File: src/design/tfe_pkg.sv
// ----------------------------------------------------------------------------
// tfe_pkg
// Shared types and constants of the tagged field encoder.
// ----------------------------------------------------------------------------
package tfe_pkg;

  localparam int unsigned ID_W      = 16;
  localparam int unsigned VALUE_W   = 64;
  localparam int unsigned BYTE_W    = 8;
  localparam int unsigned HDR_MAX   = 3;
  localparam int unsigned VBYTES    = VALUE_W / BYTE_W;

  localparam logic [ID_W-1:0] SMALL_ID_LIMIT = 16'd30;
  localparam logic [ID_W-1:0] MEDIUM_ID_MAX  = 16'd285;
  localparam logic [4:0]      MEDIUM_CODE    = 5'd30;
  localparam logic [4:0]      LARGE_CODE     = 5'd31;

  // One classified item: header and extension bytes, raw value, byte counts.
  typedef struct packed {
    logic [HDR_MAX-1:0][BYTE_W-1:0] hdr;
    logic [1:0]                     hdr_cnt_m1;
    logic [VALUE_W-1:0]             value;
    logic [3:0]                     total_m1;
  } tfe_desc_t;

endpackage

File: src/design/tagged_field_encoder_unit.sv
// ----------------------------------------------------------------------------
// tagged_field_encoder_unit
// Encodes a field id and a 64-bit value as a tagged run of bytes.
// ----------------------------------------------------------------------------
// Usage: the input side is a queue. An item (field id and value) is taken at
// a rising edge where in_push is high and in_full is low. The result side is
// a queue as well. While out_empty is low, out_byte and out_last show the
// oldest waiting byte of an encoded field, and it is taken at an edge where
// out_pop is high. Each item yields one header byte, zero to two id extension
// bytes and one to eight value bytes, least significant first; out_last marks
// the final byte of the field.
// Path: a taken item is written into the descriptor queue, then loaded into
// the serializer, whose first byte goes into the output register when the
// result side is free. Throughput: the serializer emits one byte per cycle
// while out_pop takes each byte, and fields follow each other without gaps.
// A descriptor queue of QUEUE_DEPTH entries lets new items be taken while an
// earlier one is still being serialized.
// Reset: synchronous and active low; it empties the queue, drops any field in
// flight and marks the output register empty.
// Stall: while out_pop is low the current byte holds; once the queue fills,
// in_full rises and stays high until the serializer frees an entry.
// ----------------------------------------------------------------------------
module tagged_field_encoder_unit #(
  parameter int unsigned QUEUE_DEPTH = 2
) (
  input  logic                        clk,
  input  logic                        rst_n,
  input  logic                        in_push,
  output logic                        in_full,
  input  logic [tfe_pkg::ID_W-1:0]    in_field_id,
  input  logic [tfe_pkg::VALUE_W-1:0] in_field_value,
  output logic                        out_empty,
  input  logic                        out_pop,
  output logic [tfe_pkg::BYTE_W-1:0]  out_byte,
  output logic                        out_last
);
  import tfe_pkg::*;

  // Handshake between the front and the descriptor queue.
  logic      q_push;
  logic      q_full;
  tfe_desc_t q_push_desc;

  // Handshake between the descriptor queue and the serializer.
  logic      q_valid;
  logic      q_pop;
  tfe_desc_t q_pop_desc;

  // The front classifies the id range and finds the value byte count.
  tfe_front u_front (
    .in_push        (in_push),
    .in_full        (in_full),
    .in_field_id    (in_field_id),
    .in_field_value (in_field_value),
    .q_full         (q_full),
    .q_push         (q_push),
    .q_desc         (q_push_desc)
  );

  // The queue decouples item acceptance from byte serialization.
  tfe_queue #(
    .DEPTH (QUEUE_DEPTH)
  ) u_queue (
    .clk       (clk),
    .rst_n     (rst_n),
    .push      (q_push),
    .push_desc (q_push_desc),
    .full      (q_full),
    .pop       (q_pop),
    .valid     (q_valid),
    .pop_desc  (q_pop_desc)
  );

  // The back walks each descriptor, one byte per cycle if taken, to out_byte.
  tfe_back u_back (
    .clk       (clk),
    .rst_n     (rst_n),
    .q_valid   (q_valid),
    .q_desc    (q_pop_desc),
    .q_pop     (q_pop),
    .out_empty (out_empty),
    .out_pop   (out_pop),
    .out_byte  (out_byte),
    .out_last  (out_last)
  );

endmodule

File: src/design/tfe_front.sv
// ----------------------------------------------------------------------------
// tfe_front
// Accepts items and classifies them into byte descriptors for the queue.
// ----------------------------------------------------------------------------
module tfe_front (
  input  logic                         in_push,
  output logic                         in_full,
  input  logic [tfe_pkg::ID_W-1:0]     in_field_id,
  input  logic [tfe_pkg::VALUE_W-1:0]  in_field_value,
  input  logic                         q_full,
  output logic                         q_push,
  output tfe_pkg::tfe_desc_t           q_desc
);
  import tfe_pkg::*;

  logic [2:0]      vlen_m1;
  logic [ID_W-1:0] large_ext;
  logic [ID_W-1:0] medium_ext;

  assign in_full = q_full;
  assign q_push  = in_push && !q_full;

  // Index of the most significant nonzero value byte; zero for a zero value.
  always_comb begin
    vlen_m1 = 3'd0;
    for (int i = 1; i < VBYTES; i++) begin
      if (in_field_value[i*BYTE_W +: BYTE_W] != '0) begin
        vlen_m1 = 3'(i);
      end
    end
  end

  assign large_ext  = in_field_id - {11'd0, LARGE_CODE};
  assign medium_ext = in_field_id - {11'd0, MEDIUM_CODE};

  always_comb begin
    q_desc       = '0;
    q_desc.value = in_field_value;
    if (in_field_id < SMALL_ID_LIMIT) begin
      q_desc.hdr[0]     = {in_field_id[4:0], vlen_m1};
      q_desc.hdr_cnt_m1 = 2'd0;
    end else if (in_field_id > MEDIUM_ID_MAX) begin
      q_desc.hdr[0]     = {LARGE_CODE, vlen_m1};
      q_desc.hdr[1]     = large_ext[15:8];
      q_desc.hdr[2]     = large_ext[7:0];
      q_desc.hdr_cnt_m1 = 2'd2;
    end else begin
      q_desc.hdr[0]     = {MEDIUM_CODE, vlen_m1};
      q_desc.hdr[1]     = medium_ext[7:0];
      q_desc.hdr_cnt_m1 = 2'd1;
    end
    q_desc.total_m1 = {2'd0, q_desc.hdr_cnt_m1} + {1'b0, vlen_m1} + 4'd1;
  end

endmodule

File: src/design/tfe_queue.sv
// ----------------------------------------------------------------------------
// tfe_queue
// Short descriptor queue between the classifying front and the serializer.
// ----------------------------------------------------------------------------
module tfe_queue #(
  parameter int unsigned DEPTH = 2
) (
  input  logic               clk,
  input  logic               rst_n,
  input  logic               push,
  input  tfe_pkg::tfe_desc_t push_desc,
  output logic               full,
  input  logic               pop,
  output logic               valid,
  output tfe_pkg::tfe_desc_t pop_desc
);
  import tfe_pkg::*;

  localparam int unsigned PW = (DEPTH > 1) ? $clog2(DEPTH) : 1;
  localparam int unsigned CW = $clog2(DEPTH + 1);
  localparam logic [PW-1:0] LAST_PTR = PW'(DEPTH - 1);
  localparam logic [CW-1:0] FULL_CNT = CW'(DEPTH);

  tfe_desc_t       mem_r [DEPTH];
  logic [PW-1:0]   wr_ptr_r, wr_ptr_nxt;
  logic [PW-1:0]   rd_ptr_r, rd_ptr_nxt;
  logic [CW-1:0]   cnt_r, cnt_nxt;
  logic            do_push, do_pop;

  assign full     = (cnt_r == FULL_CNT);
  assign valid    = (cnt_r != '0);
  assign pop_desc = mem_r[rd_ptr_r];
  assign do_push  = push && !full;
  assign do_pop   = pop && valid;

  always_comb begin
    wr_ptr_nxt = wr_ptr_r;
    rd_ptr_nxt = rd_ptr_r;
    cnt_nxt    = cnt_r;
    if (do_push) begin
      wr_ptr_nxt = (wr_ptr_r == LAST_PTR) ? '0 : wr_ptr_r + PW'(1);
    end
    if (do_pop) begin
      rd_ptr_nxt = (rd_ptr_r == LAST_PTR) ? '0 : rd_ptr_r + PW'(1);
    end
    if (do_push && !do_pop) begin
      cnt_nxt = cnt_r + CW'(1);
    end else if (do_pop && !do_push) begin
      cnt_nxt = cnt_r - CW'(1);
    end
  end

  always_ff @(posedge clk) begin
    if (!rst_n) begin
      wr_ptr_r <= '0;
      rd_ptr_r <= '0;
      cnt_r    <= '0;
    end else begin
      wr_ptr_r <= wr_ptr_nxt;
      rd_ptr_r <= rd_ptr_nxt;
      cnt_r    <= cnt_nxt;
    end
  end

  always_ff @(posedge clk) begin
    if (do_push) begin
      mem_r[wr_ptr_r] <= push_desc;
    end
  end

endmodule

File: src/design/tfe_back.sv
// ----------------------------------------------------------------------------
// tfe_back
// Serializes descriptors into an output register, one byte per cycle if taken.
// ----------------------------------------------------------------------------
module tfe_back (
  input  logic                        clk,
  input  logic                        rst_n,
  input  logic                        q_valid,
  input  tfe_pkg::tfe_desc_t          q_desc,
  output logic                        q_pop,
  output logic                        out_empty,
  input  logic                        out_pop,
  output logic [tfe_pkg::BYTE_W-1:0]  out_byte,
  output logic                        out_last
);
  import tfe_pkg::*;

  tfe_desc_t         cur_r;
  logic              cur_valid_r, cur_valid_nxt;
  logic [3:0]        idx_r, idx_nxt;
  logic              out_valid_r, out_valid_nxt;
  logic [BYTE_W-1:0] out_byte_r;
  logic              out_last_r;
  logic              advance, done, load;
  logic [3:0]        vidx;
  logic [BYTE_W-1:0] cur_byte;

  assign advance = cur_valid_r && (!out_valid_r || out_pop);
  assign done    = advance && (idx_r == cur_r.total_m1);
  assign load    = q_valid && (!cur_valid_r || done);
  assign q_pop   = load;

  assign vidx = idx_r - ({2'd0, cur_r.hdr_cnt_m1} + 4'd1);

  always_comb begin
    if (idx_r <= {2'd0, cur_r.hdr_cnt_m1}) begin
      cur_byte = cur_r.hdr[idx_r[1:0]];
    end else begin
      cur_byte = cur_r.value[vidx[2:0]*BYTE_W +: BYTE_W];
    end
  end

  always_comb begin
    cur_valid_nxt = cur_valid_r;
    idx_nxt       = idx_r;
    out_valid_nxt = out_valid_r;
    if (load) begin
      cur_valid_nxt = 1'b1;
      idx_nxt       = '0;
    end else if (done) begin
      cur_valid_nxt = 1'b0;
    end else if (advance) begin
      idx_nxt = idx_r + 4'd1;
    end
    if (advance) begin
      out_valid_nxt = 1'b1;
    end else if (out_pop) begin
      out_valid_nxt = 1'b0;
    end
  end

  always_ff @(posedge clk) begin
    if (!rst_n) begin
      cur_valid_r <= 1'b0;
      idx_r       <= '0;
      out_valid_r <= 1'b0;
    end else begin
      cur_valid_r <= cur_valid_nxt;
      idx_r       <= idx_nxt;
      out_valid_r <= out_valid_nxt;
    end
  end

  always_ff @(posedge clk) begin
    if (load) begin
      cur_r <= q_desc;
    end
    if (advance) begin
      out_byte_r <= cur_byte;
      out_last_r <= (idx_r == cur_r.total_m1);
    end
  end

  assign out_empty = !out_valid_r;
  assign out_byte  = out_byte_r;
  assign out_last  = out_last_r;

endmodule

File: config.mk
export PLATFORM = sky130hd
export DESIGN_NAME = tagged_field_encoder_unit
export DESIGN_NICKNAME = d
export VERILOG_FILES = /design/src/design/tfe_pkg.sv /design/src/design/tagged_field_encoder_unit.sv /design/src/design/tfe_front.sv /design/src/design/tfe_queue.sv /design/src/design/tfe_back.sv
export SDC_FILE = /design/constraint.sdc
export NUM_CORES = 1
export LEC_CHECK = 0
export ABC_CLOCK_PERIOD_IN_PS = 4900
export BUFFER_PORTS_ARGS = -buffer_cell sky130_fd_sc_hd__buf_2
export CAP_MARGIN = 20
export CELL_PAD_IN_SITES_DETAIL_PLACEMENT = 0
export CELL_PAD_IN_SITES_GLOBAL_PLACEMENT = 1
export CORE_ASPECT_RATIO = 0.9
export CORE_UTILIZATION = 48
export CTS_BUF_LIST = sky130_fd_sc_hd__clkbuf_8
export DETAILED_ROUTE_END_ITERATION = 10
export HOLD_SLACK_MARGIN = 0.06
export PLACE_DENSITY_LB_ADDON = 0.1
export SLEW_MARGIN = 40
export SYNTH_ARGS = -nofsm -noshare
export SYNTH_HDL_FRONTEND = slang
export SYNTH_SLANG_ARGS = --single-unit
File: constraint.sdc
create_clock -name clk -period 4.9 [get_ports clk]
set_input_delay 0.245 -clock clk [delete_from_list [all_inputs] [get_ports clk]]
set_output_delay 0.245 -clock clk [all_outputs]
set_load 0.1 [all_outputs]
# Word level (Yosys, flattened, before mapping)
# Memory sizes are Yosys's and may differ from the RTL's. A register that Yosys moved wholly into a read port is not among the register bits.
# Cells that the tools add are included.
[totals]
reg_bits = 19
ramBits = 188
input_bits = 84
mem_count = 1
[memory_table]
columns = ["memory", "depth", "word_bits", "rd", "rd_ports_with_merged_regs", "wr", "line_no", "rtl"]
rows = [
  ["u_queue.mem_r", 2, 94, 1, 1, 1, "tfe_queue.sv:24", "tfe_desc_t mem_r [DEPTH];"],
]
[op_classes]
add_sub_neg = 11
magnitude_cmp = 4
n_eq_ne = 2
n_shift = 1
muxes = 24
n_bitwise = 2
n_reduce_logical = 28
[ops]
columns = ["operator", "n"]
rows = [
  ["$shiftx A64 B7 Y8", 1],
  ["$reduce_bool A8 Y1", 7],
  ["$mux W8", 3],
  ["$mux W18", 1],
  ["$bmux W8 S2", 1],
  ["$gt A16 B9 Y1 const B", 1],
  ["$lt A16 B5 Y1 const B", 1],
  ["$mux W16", 1],
  ["$sub A16 B5 Y16 const B", 1],
  ["$mux W3", 4],
  ["$mux W10", 1],
  ["$mux W1", 9],
  ["$add A4 B1 Y4 const B", 2],
  ["$logic_and A1 B1 Y1", 8],
  ["$mux W2", 4],
  ["$reduce_bool A2 Y1", 4],
  ["$sub A8 B5 Y8 const B", 1],
  ["$logic_not A1 Y1", 5],
  ["$add A2 B3 Y4", 1],
  ["$eq A4 B4 Y1", 1],
  ["$le A4 B2 Y1", 1],
  ["$add A2 B1 Y3 const B", 1],
  ["$lt A2 B3 Y1 const B", 1],
  ["$sub A3 B3 Y3", 1],
  ["8 further kinds", 11],
]

# Depth between registers and ports, before layout
[logic_depth]
ltp_word = 12
ltp_mapped = 10
mapped_depth_nobuf = 9

# By module
# Synthesis repeated with hierarchy kept, for this count alone.
[hier_totals]
cells_unflattened = 734
hier_area_um2 = 12643.4
[modules_own_cells]
columns = ["module", "n_inst", "cells_per_inst", "area_each_um2", "seq_area_each_um2"]
rows = [
  ["tfe_queue", 1, 317, 7030.5, 5745.5],
  ["tfe_back", 1, 219, 4224.1, 3213.1],
  ["tfe_front", 1, 198, 1388.8, 0.0],
]

# Least setup slack after synthesis
# OpenSTA, ideal clock, no wires.
[synth_path]
path_type = "reg-to-reg"
start = "reg u_queue.cnt_r[0]"
end = "mem u_queue.mem_r[0][0] in the netlist's numbering (enable)"
arrival_time_ns = 4.540
path_slack_ns = -0.187
path_stages_with_launch = 4
period_less_slack_ns = 5.087
path_cell_list = "dfxtp_1 nand2b_1 nand2_1 nor2_1"
[synth_via]
elab_chain_len = 6
[synth_lines]
columns = ["item", "line_no", "rtl"]
rows = [
  ["start, declared", "tfe_queue.sv:27", "logic [CW-1:0] cnt_r, cnt_nxt;"],
  ["start signal, assigned", "tfe_queue.sv:61", "cnt_r <= cnt_nxt;"],
  ["$eq A2 B2 Y1 (*)", "tfe_queue.sv:30", "assign full = (cnt_r == FULL_CNT);"],
  ["$logic_not A1 Y1 (*)", "tfe_front.sv:21, tfe_queue.sv:33", ""],
  ["$logic_and A1 B1 Y1", "tfe_front.sv:21", "assign q_push = in_push && !q_full;"],
  ["$logic_and A1 B1 Y1 (*)", "tfe_queue.sv:33", "assign do_push = push && !full;"],
  ["$mux W1 (*)", "tfe_queue.sv:66", "if (do_push) begin"],
  ["$mux W1 (implied by the code) (*)", "tfe_queue.sv:67", "mem_r[wr_ptr_r] <= push_desc;"],
  ["end, declared", "tfe_queue.sv:24", ""],
]
# Every way passes the cells marked *; elsewhere a longest branch is shown, timed or not.

# Worst setup path in the final report
[layout_path]
start = "reg u_back.idx_r[1]"
end = "reg u_queue.cnt_r[1]"
[layout_via]
elab_chain_len = 8
elab_cells_between_ends = 10
[layout_lines]
columns = ["item", "line_no", "rtl"]
rows = [
  ["start, declared", "tfe_back.sv:20", "logic [3:0] idx_r, idx_nxt;"],
  ["start signal, assigned", "tfe_back.sv:69", "idx_r <= idx_nxt;"],
  ["$eq A4 B4 Y1 (*)", "tfe_back.sv:29", "assign done = advance && (idx_r == cur_r.total_m1);"],
  ["$logic_and A1 B1 Y1 (*)", "tfe_back.sv:29", ""],
  ["$logic_or A1 B1 Y1 (*)", "tfe_back.sv:30", "assign load = q_valid && (!cur_valid_r || done);"],
  ["$logic_and A1 B1 Y1 (*)", "tfe_back.sv:30", ""],
  ["$logic_and A1 B1 Y1 (*)", "tfe_queue.sv:34", "assign do_pop = pop && valid;"],
  ["$logic_not A1 Y1", "tfe_queue.sv:46", "if (do_push && !do_pop) begin"],
  ["$logic_and A1 B1 Y1", "tfe_queue.sv:46", ""],
  ["$mux W2 / $reduce_bool A2 Y1 (equally long branches)", "--", ""],
]
# Marked as above.
# A chain may end at the register's enable or synchronous reset.

==> results.cfg <==
[clock_tree]
insertion_delay_ps = 550
cts_setup_buffers = 0
clock-sinks = 301
cts_tree = done
cts.clk_slew.worst_paths_ps = 60
cts_max_level = 2
cts_buffers = 48
clk_path_buf_depth = 3
cts-root-buf = clkbuf_8

[place]
hpwlAfterDp_um = 15900
post-place-ws_ps = 2020
gp_congestion = 0.793
portBuffers = 94

[routing]
wl_um = 24500
viasPerCell = 5.24
drt_iter0_drc = 468
wl_per_cell_um = 19.8
drc = 0
drtPass1Iterations = 4
via_count = 6472
ant_nets = 0

[sta]
fmax_ghz = 0.366
fin_crit_sh_pct = 55.7
worst_pin_slew_ps = 818
rsz0062_at_grt = no
setup_tns_ps = 0
setup_viol = 0
maxSlewViolCount = 0
period_needed_ps = 2730
slew_headroom_pct = 45.0
fin_ws_ps = 2170
final_hold_viol_count = 0
fin_skew_ps = 14.0

[floorplanning]
die_h_um = 152
initial_utilization_pct = 49.4
std_cell_rows = 54
io_pins = 95
die_area_mm2 = 0.0258
die_x_um = 169
coreArea_mm2 = 0.0245

[synthesis]
synth_cells = 670
synthesis.nets = 767
synthFlopType = edfxtp_1
ys.warnings.count = 0
ys_ff_latch = 301
async_reset_ff_share_pct = 0
synth-edff-count = 291
syn_area_mm2 = 0.0121
synth-seq-area-share_pct = 74.0
netlist-cell-type-count = 51
avgSynthCellArea_um2 = 18.0

[worst_hold_path]
hold_class = primary input to flip-flop
whs_path_depth = 3

[cells_and_area]
area_growth_pct = 20.4
n_antenna_cell = 0
regArea_mm2 = 0.00894
final_layout_size_suffix_gt1_share_pct = 32.6
nets = 959
nFillCells = 1899
final_core_util_pct = 59.4
multiInputGateArea_mm2 = 0.00302

[worst_setup_path]
path_depth = 7
worstPathMaxFanout = 15
reg2reg_depth = 7
required_ps = 5370
setup.worst_path.start_class = flip-flop
slowest_delay_ps = 820
end_kind = flip-flop
cp.buffers_inverters = 0
crit_path_top_delay_cell = dfxtp_1
path_class = flip-flop to flip-flop
path_cells = xnor2_1 -> nand4_2 -> o21ai_1 -> nand2_1 -> ha_1 -> or3_1 -> a21oi_1
cpLargestDelayFamily = flip-flops
crit_arrival_ps = 3200

[global_routing]
antenna_found_initial = 0
grt_pass1_vias = 6760
grt_max_degree = 63
grt-ovfl-total = 0
grt_pass1_wl_um = 37800
grt.total_usage_pct = 19.6

[power]
combPwrFrac_pct = 24.7
internal_power_uw = 5280
p_sw_uw = 2230
power_uw = 7510
leakagePower_uw = 0.00488
clkPwrFrac_pct = 25.0
power_density_mw_per_mm2 = 517
sw_frac_of_total_pct = 29.6
ir_worst_vdd_mv = 0.190
seqPwrFrac_pct = 50.3

[status]
status = complete, no violations

[job]
maxCapViolations = 0
-- sequential cells by signal (all words and copies together), names as in the netlist --
signal	flops
u_queue.mem_r	188
u_back.cur_r	94
u_back.out_byte	8
u_back.idx_r	4
u_queue.cnt_r	2
u_back.cur_valid_r	1
u_back.out_last	1
u_back.out_valid_r	1
u_queue.rd_ptr_r	1
u_queue.wr_ptr_r	1
-- cells in the mapped netlist (all sizes together), types with 10 or more instances --
library cell	instances	share of area (%)
a21oi	16	0.69
buf	10	0.36
clkbuf	16	0.50
dfxtp	10	1.7
edfxtp	291	72
ha	11	1.1
inv	15	0.47
mux2	95	8.9
mux2i	29	2.4
mux4	16	3.0
nand2	20	0.64
nand3	13	0.54
nor2	30	0.93
nor4	16	0.95
xnor2	10	0.73
xor2	15	1.1
-- worst min-delay path, cell delays in order --
cell     delay [ps]
buf_2            90
o31ai_1          80
o31ai_1         130
-- through the flow --
stage | instances | instance area [µm²] | hold WS (ps)
finish | 1235 | 14500 | 126
global route | 1235 | 14500 | 109
CTS | 1234 | 14500 | 88.6
detailed placement | 1081 | 13000 | 439
global placement | 1077 | 12900 | 437
floorplan | 670 | 12100 | 344
-- cell families after synthesis --
kind of cell / share of synthesized area (%)
DFF: 74.0
buffers and inverters: 1.33
adders and majority gates: 1.47
AOI/OAI and AO/OA: 2.41
muxes: 14.2
and+or+nand+nor: 4.69
xor gates and xnor gates: 1.81
-- metal layers --
layer	up-vias	wire length, µm	GRT usage [%]
met5	-	0	0
met4	0	352	5.83
met3	29	1290	3.69
met2	188	11600	30.7
met1	3222	11200	28.0
li1	3033	-	-
-- final timing paths --
path	from	endpoint	slack (ps)
worst max register to register	u_back.idx_r[1]	u_queue.cnt_r[1]	2170
worst min register to register	u_queue.cnt_r[1]	u_queue.cnt_r[1]	520
worst min-delay path	in_field_id[15]	u_queue.mem_r[0][85]	130
worst max-delay path	u_back.idx_r[1]	u_queue.cnt_r[1]	2170
-- placed cells by master (no fill, tap or decap), drive strengths merged, types with 11 or more instances in the layout --
cell,netlist,layout
edfxtp,291,291
buf,10,102
mux2,95,95
dlygate4sd3,0,66
clkbuf,16,50
nor2,30,30
inv,15,30
mux2i,29,29
clkinv,0,22
nand2,20,20
mux4,16,16
a21oi,16,16
nor4,16,16
xor2,15,15
nand3,13,13
ha,11,11
-- repair_timing --
item / 4_1_cts / 5_1_grt
hold buffers: 66 / 0
endpoints found under the hold margin: 130 / 0
gates resized for setup: 0 / 0
-- cell type report --
| class | instances | share of cell area [%] |
|---|---|---|
| sequential | 301 | 61.5 |
| clock inverter | 37 | 1.06 |
| inverter | 15 | 0.387 |
| clock buffer | 50 | 4.73 |
| tap | 336 | 2.89 |
| timing repair buffer | 168 | 8.68 |
| multi-input combinational | 328 | 20.7 |
-- power by group through the flow --
stage	clock network, µW	registers (µW)	logic [µW]
finish	1880	3780	1850
global route	2050	3830	2010
CTS	1950	3840	1830
detailed placement	0	3890	1770
global placement	0	3900	1670
floorplan	0	3900	1200
(Power assumes the default switching activity.)
